`src/hdl/kdcp_pkg.sv`:
```
`timescale 1ns / 1ps
`default_nettype none
package kdcp_pkg;

    localparam int ROW_W  = 3;
    localparam int CODE_W = 4;
    localparam int BYTE_W = 8;
    localparam int LED_W  = 2;

    localparam logic [CODE_W-1:0] NO_KEY   = 4'd9;
    localparam logic [CODE_W-1:0] CODE_NONE = 4'd0;
    localparam logic [BYTE_W-1:0] DEBOUNCE_RESET = 8'd5;

    localparam logic [CODE_W-1:0] KEY_POWER  = 4'd1;
    localparam logic [CODE_W-1:0] KEY_TIMER  = 4'd2;
    localparam logic [CODE_W-1:0] KEY_VOICE  = 4'd3;
    localparam logic [CODE_W-1:0] KEY_AMP_UP = 4'd4;
    localparam logic [CODE_W-1:0] KEY_AMP_DN = 4'd5;
    localparam logic [CODE_W-1:0] KEY_HEAT   = 4'd6;
    localparam logic [CODE_W-1:0] KEY_AUTO   = 4'd7;
    localparam logic [CODE_W-1:0] KEY_MANUAL = 4'd8;

    localparam logic [ROW_W-1:0] ROWS_IDLE = 3'd7;
    localparam logic [ROW_W-1:0] ROWS_R1   = 3'd3;
    localparam logic [ROW_W-1:0] ROWS_R2   = 3'd5;
    localparam logic [ROW_W-1:0] ROWS_R3   = 3'd6;

    typedef enum logic [LED_W-1:0] {
        LED_KEEP = 2'd0,
        LED_ON   = 2'd1,
        LED_OFF  = 2'd2
    } t_led_cmd;

    typedef struct packed {
        logic             tick;
        logic [ROW_W-1:0] rows_all;
        logic [ROW_W-1:0] rows_col_a;
        logic [ROW_W-1:0] rows_col_b;
        logic [ROW_W-1:0] rows_col_c;
        logic             sys_on;
        logic             auto_on;
        logic             timer_running;
    } t_scan_item;

    typedef struct packed {
        logic [BYTE_W-1:0] power_ctrl;
        logic [BYTE_W-1:0] level_ctrl;
        logic [BYTE_W-1:0] timer_setting;
        logic              key_accepted;
        logic [CODE_W-1:0] key_code;
        t_led_cmd          led_command;
    } t_result;

endpackage
`default_nettype wire

```
`src/hdl/kdcp_decode.sv`:
```
`timescale 1ns / 1ps
`default_nettype none
module kdcp_decode (
    input  wire kdcp_pkg::t_scan_item     i_item,
    output logic [kdcp_pkg::CODE_W-1:0]   o_code
);

    logic [1:0] row;
    logic [1:0] col;
    logic       col_hit;

    always_comb begin
        unique case (i_item.rows_all)
            kdcp_pkg::ROWS_R1: row = 2'd1;
            kdcp_pkg::ROWS_R2: row = 2'd2;
            kdcp_pkg::ROWS_R3: row = 2'd3;
            default:           row = 2'd0;
        endcase
    end

    // last responding column wins
    always_comb begin
        col_hit = 1'b1;
        if (i_item.rows_col_c != kdcp_pkg::ROWS_IDLE) begin
            col = 2'd2;
        end else if (i_item.rows_col_b != kdcp_pkg::ROWS_IDLE) begin
            col = 2'd1;
        end else if (i_item.rows_col_a != kdcp_pkg::ROWS_IDLE) begin
            col = 2'd0;
        end else begin
            col     = 2'd0;
            col_hit = 1'b0;
        end
    end

    always_comb begin
        if (i_item.rows_all == kdcp_pkg::ROWS_IDLE || !col_hit || row == 2'd0) begin
            o_code = kdcp_pkg::NO_KEY;
        end else begin
            o_code = {2'b00, col} * 4'd3 + {2'b00, row};
        end
    end

endmodule
`default_nettype wire

```
`src/hdl/kdcp_ctrl.sv`:
```
`timescale 1ns / 1ps
`default_nettype none
module kdcp_ctrl (
    input  wire                          i_clk,
    input  wire                          i_rst_n,
    input  wire                          i_cfg_we,
    input  wire [kdcp_pkg::BYTE_W-1:0]   i_cfg_wdata,
    input  wire                          i_adv,
    input  wire kdcp_pkg::t_scan_item    i_item,
    input  wire [kdcp_pkg::CODE_W-1:0]   i_code,
    output kdcp_pkg::t_result            o_result
);

    localparam logic [7:0] PWR_BIT   = 8'h80;
    localparam logic [7:0] VOICE_BIT = 8'h80;
    localparam logic [7:0] AUTO_BIT  = 8'h08;
    localparam logic [7:0] HEAT_STEP = 8'h10;
    localparam logic [7:0] HEAT_CLR  = 8'hcf;
    localparam logic [7:0] TIMER_MIN = 8'd15;
    localparam logic [7:0] TIMER_MAX = 8'd30;
    localparam logic [7:0] TIMER_INC = 8'd5;

    logic [7:0]                   r_debounce;
    logic [kdcp_pkg::CODE_W-1:0]  r_stable_code;
    logic                         r_change_pending;
    logic [7:0]                   r_chatter_count;
    logic [7:0]                   r_ctrl0;
    logic [7:0]                   r_ctrl1;
    logic [7:0]                   r_ctrl2;

    logic [kdcp_pkg::CODE_W-1:0]  n_stable_code;
    logic                         n_change_pending;
    logic [7:0]                   n_chatter_count;
    logic [7:0]                   n_ctrl0;
    logic [7:0]                   n_ctrl1;
    logic [7:0]                   n_ctrl2;

    logic                         pend;
    logic [7:0]                   cnt;
    logic                         accept;
    logic                         active;
    logic [7:0]                   timer_step;
    kdcp_pkg::t_led_cmd           led;

    always_comb begin
        n_stable_code    = r_stable_code;
        n_change_pending = r_change_pending;
        n_chatter_count  = r_chatter_count;
        n_ctrl0          = r_ctrl0;
        n_ctrl1          = r_ctrl1;
        n_ctrl2          = r_ctrl2;
        pend             = r_change_pending;
        cnt              = r_chatter_count;
        accept           = 1'b0;
        led              = kdcp_pkg::LED_KEEP;
        active           = i_item.sys_on && i_item.timer_running;
        timer_step       = r_ctrl2 + TIMER_INC;

        if (i_item.tick) begin
            if (i_code != r_stable_code) begin
                pend          = 1'b1;
                n_stable_code = i_code;
                cnt           = r_debounce;
            end
            if (pend && cnt == 8'd0) begin
                pend = 1'b0;
                if (n_stable_code != kdcp_pkg::NO_KEY) begin
                    accept = 1'b1;
                end
            end
            if (pend && cnt != 8'd0) begin
                cnt = cnt - 8'd1;
            end
            n_change_pending = pend;
            n_chatter_count  = cnt;
        end

        if (accept) begin
            unique case (n_stable_code)
                kdcp_pkg::KEY_POWER: begin
                    led     = kdcp_pkg::LED_ON;
                    n_ctrl0 = r_ctrl0 ^ PWR_BIT;
                end
                kdcp_pkg::KEY_TIMER: begin
                    if (i_item.sys_on) begin
                        n_ctrl2 = (timer_step > TIMER_MAX || timer_step < TIMER_MIN) ?
                                  TIMER_MIN : timer_step;
                    end
                end
                kdcp_pkg::KEY_VOICE: begin
                    led = kdcp_pkg::LED_OFF;
                    if (i_item.sys_on) begin
                        n_ctrl1 = r_ctrl1 ^ VOICE_BIT;
                    end
                end
                kdcp_pkg::KEY_AMP_UP: begin
                    if (active && r_ctrl1[3:0] != 4'hf) begin
                        n_ctrl1 = r_ctrl1 + 8'd1;
                    end
                end
                kdcp_pkg::KEY_AMP_DN: begin
                    if (active && r_ctrl1[3:0] != 4'h0) begin
                        n_ctrl1 = r_ctrl1 - 8'd1;
                    end
                end
                kdcp_pkg::KEY_HEAT: begin
                    if (active) begin
                        n_ctrl1 = (r_ctrl1[5:4] == 2'b11) ? (r_ctrl1 & HEAT_CLR) :
                                  (r_ctrl1 + HEAT_STEP);
                    end
                end
                kdcp_pkg::KEY_AUTO: begin
                    if (active) begin
                        n_ctrl0 = r_ctrl0 ^ AUTO_BIT;
                    end
                end
                kdcp_pkg::KEY_MANUAL: begin
                    if (active && !i_item.auto_on) begin
                        n_ctrl0 = (r_ctrl0[2:0] == 3'd6) ? {r_ctrl0[7:3], 3'd1} :
                                  (r_ctrl0 + 8'd1);
                    end
                end
                default: begin
                    led = kdcp_pkg::LED_KEEP;
                end
            endcase
        end

        o_result.power_ctrl    = n_ctrl0;
        o_result.level_ctrl    = n_ctrl1;
        o_result.timer_setting = n_ctrl2;
        o_result.key_accepted  = accept;
        o_result.key_code      = accept ? n_stable_code : kdcp_pkg::CODE_NONE;
        o_result.led_command   = led;
    end

    always_ff @(posedge i_clk) begin
        if (!i_rst_n) begin
            r_debounce       <= kdcp_pkg::DEBOUNCE_RESET;
            r_stable_code    <= kdcp_pkg::CODE_NONE;
            r_change_pending <= 1'b0;
            r_chatter_count  <= 8'd0;
            r_ctrl0          <= 8'd0;
            r_ctrl1          <= 8'd0;
            r_ctrl2          <= 8'd0;
        end else begin
            if (i_cfg_we) begin
                r_debounce <= i_cfg_wdata;
            end
            if (i_adv) begin
                r_stable_code    <= n_stable_code;
                r_change_pending <= n_change_pending;
                r_chatter_count  <= n_chatter_count;
                r_ctrl0          <= n_ctrl0;
                r_ctrl1          <= n_ctrl1;
                r_ctrl2          <= n_ctrl2;
            end
        end
    end

`ifndef SYNTH
    // count only runs while a change is pending
    a_count_idle: assert property (@(posedge i_clk) disable iff (!i_rst_n)
        !r_change_pending |-> r_chatter_count == 8'd0)
        else $error("chatter count nonzero with no pending change");

    a_hold: assert property (@(posedge i_clk) disable iff (!i_rst_n)
        !i_adv |=> $stable(r_ctrl0) && $stable(r_ctrl1) && $stable(r_ctrl2)
                   && $stable(r_stable_code))
        else $error("state moved without a request");

    a_key_range: assert property (@(posedge i_clk) disable iff (!i_rst_n)
        o_result.key_accepted |-> o_result.key_code >= kdcp_pkg::KEY_POWER
                                  && o_result.key_code <= kdcp_pkg::KEY_MANUAL)
        else $error("accepted key out of range");

    a_led_key: assert property (@(posedge i_clk) disable iff (!i_rst_n)
        o_result.led_command != kdcp_pkg::LED_KEEP |-> o_result.key_accepted)
        else $error("led command without accepted key");
`endif

endmodule
`default_nettype wire

```
`src/hdl/keypad_debounce_control_panel_core.sv`:
```
`timescale 1ns / 1ps
`default_nettype none
// channel   | handshake                    | payload
// s_axis    | s_axis_tvalid/s_axis_tready  | tuser tick, tdata scan rows + status
// m_axis    | m_axis_tvalid/m_axis_tready  | tdata control bytes + key result
// cfg       | i_cfg_we                     | i_cfg_wdata debounce ticks
//
// One request per clock unless output stalls (input register, result register).
// Debounce state and control bytes update when a request leaves the input register.
// A stalled output holds its result; the input register still accepts while empty
// or draining. Synchronous active-low reset clears all control state.
module keypad_debounce_control_panel_core (
    input  wire         i_clk,
    input  wire         i_rst_n,
    input  wire         i_cfg_we,
    input  wire  [7:0]  i_cfg_wdata,
    input  wire         s_axis_tvalid,
    output logic        s_axis_tready,
    // [2:0] rows_all, [5:3] rows_col_a, [8:6] rows_col_b, [11:9] rows_col_c,
    // [12] sys_on, [13] auto_on, [14] timer_running, [15] zero
    input  wire  [15:0] s_axis_tdata,
    // [0] tick
    input  wire         s_axis_tuser,
    output logic        m_axis_tvalid,
    input  wire         m_axis_tready,
    // [7:0] power_ctrl, [15:8] level_ctrl, [23:16] timer_setting,
    // [24] key_accepted, [28:25] key_code, [30:29] led_command, [31] zero
    output logic [31:0] m_axis_tdata
);

    logic                          r_s1_valid;
    kdcp_pkg::t_scan_item          r_s1_item;
    logic                          r_out_valid;
    logic [31:0]                   r_out_data;
    logic                          adv;
    logic [kdcp_pkg::CODE_W-1:0]   code;
    kdcp_pkg::t_result             result;

    assign adv           = r_s1_valid && (!r_out_valid || m_axis_tready);
    assign s_axis_tready = !r_s1_valid || adv;
    assign m_axis_tvalid = r_out_valid;
    assign m_axis_tdata  = r_out_data;

    kdcp_decode u_decode (
        .i_item (r_s1_item),
        .o_code (code)
    );

    kdcp_ctrl u_ctrl (
        .i_clk       (i_clk),
        .i_rst_n     (i_rst_n),
        .i_cfg_we    (i_cfg_we),
        .i_cfg_wdata (i_cfg_wdata),
        .i_adv       (adv),
        .i_item      (r_s1_item),
        .i_code      (code),
        .o_result    (result)
    );

    always_ff @(posedge i_clk) begin
        if (!i_rst_n) begin
            r_s1_valid  <= 1'b0;
            r_out_valid <= 1'b0;
        end else begin
            if (s_axis_tready) begin
                r_s1_valid <= s_axis_tvalid;
            end
            if (adv) begin
                r_out_valid <= 1'b1;
            end else if (m_axis_tready) begin
                r_out_valid <= 1'b0;
            end
        end
    end

    always_ff @(posedge i_clk) begin
        if (s_axis_tvalid && s_axis_tready) begin
            r_s1_item.tick          <= s_axis_tuser;
            r_s1_item.rows_all      <= s_axis_tdata[2:0];
            r_s1_item.rows_col_a    <= s_axis_tdata[5:3];
            r_s1_item.rows_col_b    <= s_axis_tdata[8:6];
            r_s1_item.rows_col_c    <= s_axis_tdata[11:9];
            r_s1_item.sys_on        <= s_axis_tdata[12];
            r_s1_item.auto_on       <= s_axis_tdata[13];
            r_s1_item.timer_running <= s_axis_tdata[14];
        end
        if (adv) begin
            r_out_data <= {1'b0, result.led_command, result.key_code,
                           result.key_accepted, result.timer_setting,
                           result.level_ctrl, result.power_ctrl};
        end
    end

endmodule
`default_nettype wire
```
`config.mk`:
```
export PLATFORM = sky130hd
export DESIGN_NAME = keypad_debounce_control_panel_core
export DESIGN_NICKNAME = d
export VERILOG_FILES = /design/src/hdl/kdcp_pkg.sv /design/src/hdl/kdcp_decode.sv /design/src/hdl/kdcp_ctrl.sv /design/src/hdl/keypad_debounce_control_panel_core.sv
export SDC_FILE = /design/constraint.sdc
export NUM_CORES = 1
export LEC_CHECK = 0
export BUFFER_PORTS_ARGS = -buffer_cell sky130_fd_sc_hd__buf_2
export CORE_UTILIZATION = 63
export CTS_CLUSTER_SIZE = 14
export DETAILED_ROUTE_END_ITERATION = 16
export PLACE_DENSITY_LB_ADDON = 0.12
export SLEW_MARGIN = 25
export SYNTH_ARGS = -nofsm -noshare
export SYNTH_HDL_FRONTEND = slang
export SYNTH_SLANG_ARGS = --single-unit
```
`constraint.sdc`:
```
create_clock -name i_clk -period 8.8 [get_ports i_clk]
set_input_delay 1.76 -clock i_clk [delete_from_list [all_inputs] [get_ports i_clk]]
set_output_delay 1.76 -clock i_clk [all_outputs]
set_load 0.005 [all_outputs]
```
### Word-level counts from Yosys, hierarchy flattened

Index checks and enable logic that the tools add are counted.

* equality and inequality tests: 20
* mux-type cells: 39
* magnitude comparators: 2
* $add $sub $neg: 7
* multiply operators: 1
* reductions and logical operators: 23
* bitwise logic cells: 3

Operators with widths (number)
* two-way mux 8 bit: 16
* one-hot mux 8 bit (4 select lines): 1
* one-hot mux 8 bit (3 select lines): 1
* two-way mux 4 bit: 5
* adder 8 x 1 -> 8 bit, second input constant: 2
* == test 4 x 3 -> 1 bit, second input constant: 4
* subtractor 8 x 1 -> 8 bit, second input constant: 2
* two-way mux 1 bit: 13
* == test 3 bit, second input constant: 4
* inequality test 3 bit, second input constant: 3
* adder 8 x 3 -> 8 bit, second input constant: 1
* adder 8 x 5 -> 8 bit, second input constant: 1
* == test 4 x 2 -> 1 bit, second input constant: 2
* greater-than comparator 8 x 5 -> 1 bit, second input constant: 1
* logical AND 1 bit: 8
* logical NOT 8 bit: 1
* less-than comparator 8 x 4 -> 1 bit, second input constant: 1
* inequality test 4 bit, second input constant: 2
* nonzero test 8 bit: 1
* one-hot mux 2 bit (3 select lines): 1
* logical OR 1 bit: 5
* adder 4 x 2 -> 4 bit: 1
* == test 4 x 1 -> 1 bit, second input constant: 1
* == test 4 bit, second input constant: 1
* 12 further kinds: 17

* output and inout bits: 34
* register bits after elaboration: 94
* word-level logic and storage cells: 114

### Depth between registers and ports, before layout

* depth after elaboration: 17
* mapped depth: 20
* depth with buffers taken out: 18

### Cells and area by module

From an unflattened synthesis, not the netlist that was laid out.

* cell total of the unflattened synthesis: 583
* area, all modules: 5368.9 sq um

Modules (own cells, without submodules)
* kdcp_ctrl: times used 1, area each 3667.3 sq um, seq. area each 900.9 sq um, cells each 502
* keypad_debounce_control_panel_core: times used 1, area each 1526.5 sq um, seq. area each 1451.4 sq um, cells each 58
* kdcp_decode: times used 1, area each 175.2 sq um, seq. area each 0.0 sq um, cells each 23

### Least setup slack after synthesis

No wires, ideal clock.

* kind: register to register
* start: reg r_s1_item[12] (netlist name)
* end: reg r_out_data[17], in the netlist m_axis_tdata[17] (data pin)
* buffers on the path: 2
* period minus slack after synthesis: 5263 ps
* arrival: 5003 ps
* cell stages (with the launch flop): 20
* slack: 3537 ps
* required time: 8540 ps
* path through: edfxtp_1 -> xor2_1 -> and2_1 -> ha_1 -> ha_1 -> fa_1 -> clkbuf_1 -> a31o_2 -> nand4_1 -> nor2_4 -> mux2i_1 -> ha_1 -> nand2b_1 -> or4_1 -> nor3_1 -> o21ai_2 -> and2_4 -> buf_4 -> nor3_2 -> mux2_2

RTL lines
* start, declared: line keypad_debounce_control_panel_core.sv:32 `kdcp_pkg::t_scan_item r_s1_item;`
* end signal, assigned: line keypad_debounce_control_panel_core.sv:88 `r_out_data <= {1'b0, result.led_command, result.key_code,`
* end, declared: line keypad_debounce_control_panel_core.sv:34 `logic [31:0] r_out_data;`

==> results.md <==
- CP Cell Sequence: xor2_1, and2_1, ha_1, ha_1, fa_1, a31o_2, nand4_1, nor2_4, mux2i_1, ha_1, nand2b_1, or4_1, nor3_1, o21ai_2, and2_4, inv_1, nand3_1, a22o_1
- Antenna violations before repair: 0
- Max-slew violations: 0
- Final Setup Violations: 0
- Skew final: 0.0192 ns
- Synth Register Bits: 94
- Clk_lat worst skew: 0.37 ns
- Hold Vio Cnt, Final: 0
- DR WL/cell: 17.5 µm
- Highest Signal Layer: met4
- Initial Utilization: 0.653
- MaxCap Viol Count: 0
- Antenna viol nets, final: 0
- Nets: 664
- Finished Layout Cells: 730
- Final worst setup slack: 2.51 ns
- Post-DP HPWL: 8920 µm
- Yosys top cell by area: edfxtp_1
- Layout cells sized above 1: 0.171
- Critical Path RT: 8.94 ns
- Power per cell area: 148 nW/µm²
- Vias: 4730
- Sink Count: 94
- Hold buffer count at CTS: 0
- Clock Tree Buf Depth: 2
- Crit end category: register
- Outcome: finished clean
- # resized after CTS: 0
- Core Rows: 33
- Initial DRC count: 347
- Critical Path Most Common Cell: ha_1
- Worst-path clk slew: 0.10 ns
- Int Pwr: 619 µW
- Worst hold path type: reg2reg
- WP data arrival: 6.43 ns
- CTS Buf Count: 9
- Die X: 94.5 µm
- Total GRT Usage: 0.296
- Crit Path Class: reg2reg
- P&R area growth vs syn: 9.19%
- Port Buf Inserts: 61
- Sw frac: 0.290
- Clock share of power: 0.313
- ANT cells: 0
- Leakage: 2.14 nW
- Drt total wl: 12800 µm
- Crit path buf inv count: 1
- Commonest cells post-synth: 52 x nand2_1, 47 x dfxtp_1, 47 x edfxtp_1, 44 x nor2_1, 40 x a21oi_1
- Avg Synthesized Cell Area: 9.37 µm²
- Largest net degree at the start of global routing: 34
- Number of flops mapped to enable cells by yosys: 47
- Register area share after synthesis: 0.436
- CP Launch Type: register
- Largest cells by area after synthesis: edfxtp_1 26%, dfxtp_1 17%, a21oi_1 3.7%, nand2_1 3.6%, nor2_1 3.1%
- Met3 WL: 976 µm
- Final period util: 0.715
- Reg area: 2350 µm²
- Total setup buffers inserted after CTS: 0
- Max Clock Freq: 0.159 GHz
- Root buffer cell: clkbuf_8
- Worst-Margin Slew: 0.813 ns
- Syn Inst Count: 575
- Cell depth of the worst min-delay path: 2
- R2R cell count: 18
- Cell count along the critical path: 18
- Filler cells: 654
- Largest delay contributor family on the critical path: simple AND/OR/NAND/NOR gates
- Most frequent cell after synthesis: nand2_1
- Ports: 64
- Vias in the first global route: 4369
- Worst path max stage delay: 0.67 ns
- Core Util, Final: 0.713
- Switching Power: 253 µW
- Synth unique cells: 81
- Metal-1 WL: 5330 µm
- Core region area: 8260 µm²
- Drt pass-1 iters: 5
- Flop pwr share: 0.556
- Residual DRC: 0
- Relative slew slack: 0.454
- RD Place Congestion: 0.928
- RSZ-0062 raised after global routing: false
- Post-synth top area share: 0.262
- Dpl ws: 2.62 ns
- CTS tree: yes
- Fin Setup TNS: 0 ns
- Synth Warn #: 0
- CP max stage cell: fa_1
- Die area: 8930 µm²
- Main synth FF type: edfxtp_1
- H-tree lvl count: 3
- Total design power: 872 µW
- Post-synth ARST share: 0
- CP Max Fanout: 32
- Syn nets: 619
- Total grt overflow: 0
- Met2 WL: 6240 µm
- Placed cell count: 714
- First-pass GRT wire length: 20600 µm
- Worst vdd rail ir drop: 0.0000897 V
- Min Tclk post-route: 6.29 ns
- Logic gate share of total power: 0.131
- Multi-input logic area: 2820 µm²
- Routed vias/inst: 6.48
- Chip height: 94.5 µm
- Mapped cell area: 5390 µm²
==> worst reg2reg max path, cell delays in order (launching register included) <==
cell	delay, ns
edfxtp_1	0.51
xor2_1	0.20
and2_1	0.17
ha_1	0.29
ha_1	0.21
fa_1	0.67
a31o_2	0.22
nand4_1	0.28
nor2_4	0.50
mux2i_1	0.41
ha_1	0.24
nand2b_1	0.08
or4_1	0.57
nor3_1	0.28
o21ai_2	0.14
and2_4	0.29
inv_1	0.42
nand3_1	0.26
a22o_1	0.30
==> logic make-up (layout without fill, tap and decap cells) <==
logic type | count (synthesis) | in the layout | share of synthesized area
fa+ha+maj | 14 | 14 | 0.0339
mux | 19 | 19 | 0.0385
xor+xnor | 13 | 13 | 0.0211
flops | 94 | 94 | 0.436
other cells | 1 | 1 | 0.000696
simple gates | 225 | 225 | 0.218
compound gates | 159 | 159 | 0.211
buf+inv | 50 | 100 | 0.0404
==> power by group through the flow <==
stage	clock network, mW	logic, mW	registers (mW)
floorplan	0	0.0809	0.492
global placement	0	0.109	0.494
detailed placement	0	0.112	0.495
CTS	0.274	0.113	0.485
global route	0.295	0.125	0.487
finish	0.273	0.115	0.485
==> sequential cells by signal, indices dropped and copies added, names as in the netlist <==
| register | flops |
|---|---|
| m_axis_tdata | 31 |
| m_axis_tvalid | 1 |
| r_s1_item | 16 |
| r_s1_valid | 1 |
| u_ctrl.r_change_pending | 1 |
| u_ctrl.r_chatter_count | 8 |
| u_ctrl.r_ctrl0 | 8 |
| u_ctrl.r_ctrl1 | 8 |
| u_ctrl.r_ctrl2 | 8 |
| u_ctrl.r_debounce | 8 |
| u_ctrl.r_stable_code | 4 |
==> final timing paths <==
| kind | endpoint | from | slack (ns) |
|---|---|---|---|
| setup / recovery | m_axis_tdata[11] | r_s1_item[12] | 2.51 |
| hold / removal | u_ctrl.r_chatter_count[7] | u_ctrl.r_chatter_count[7] | 0.51 |
| setup reg to reg | m_axis_tdata[11] | r_s1_item[12] | 2.51 |
| hold reg to reg | u_ctrl.r_chatter_count[7] | u_ctrl.r_chatter_count[7] | 0.51 |
==> cell usage in the layout (no fill, tap or decap), drive strengths merged, types with 11 or more instances in the layout <==
master	instances
o21ai	21
inv	21
ha	13
buf	63
nand4	17
nor4	11
and2	12
dfxtp	47
nand3	21
edfxtp	47
mux2i	15
nor3	26
nand2	52
a21oi	42
nor2	45
==> layout make-up <==
class | count | share of cell area
multi-input combinational | 431 | 0.479
sequential | 94 | 0.400
timing repair buffer | 63 | 0.0544
tap | 105 | 0.0223
clock buffer | 9 | 0.0210
inverter | 21 | 0.0134
clock inverter | 7 | 0.00999
==> stage by stage <==
stage / hold slack [ns] / cell area (µm²)
floorplan: 0.451 / 5390
global placement: 0.459 / 5700
detailed placement: 0.485 / 5700
CTS: 0.499 / 5890
global route: 0.532 / 5890
finish: 0.507 / 5890
==> layer usage <==
layer / vias to the layer above / track usage
met4: 0 / 0.110
li1: 2268 / -
met2: 236 / 0.492
met1: 2202 / 0.384
met5: - / 0
met3: 24 / 0.0564
Note: power is estimated with default switching activity, not from simulation.
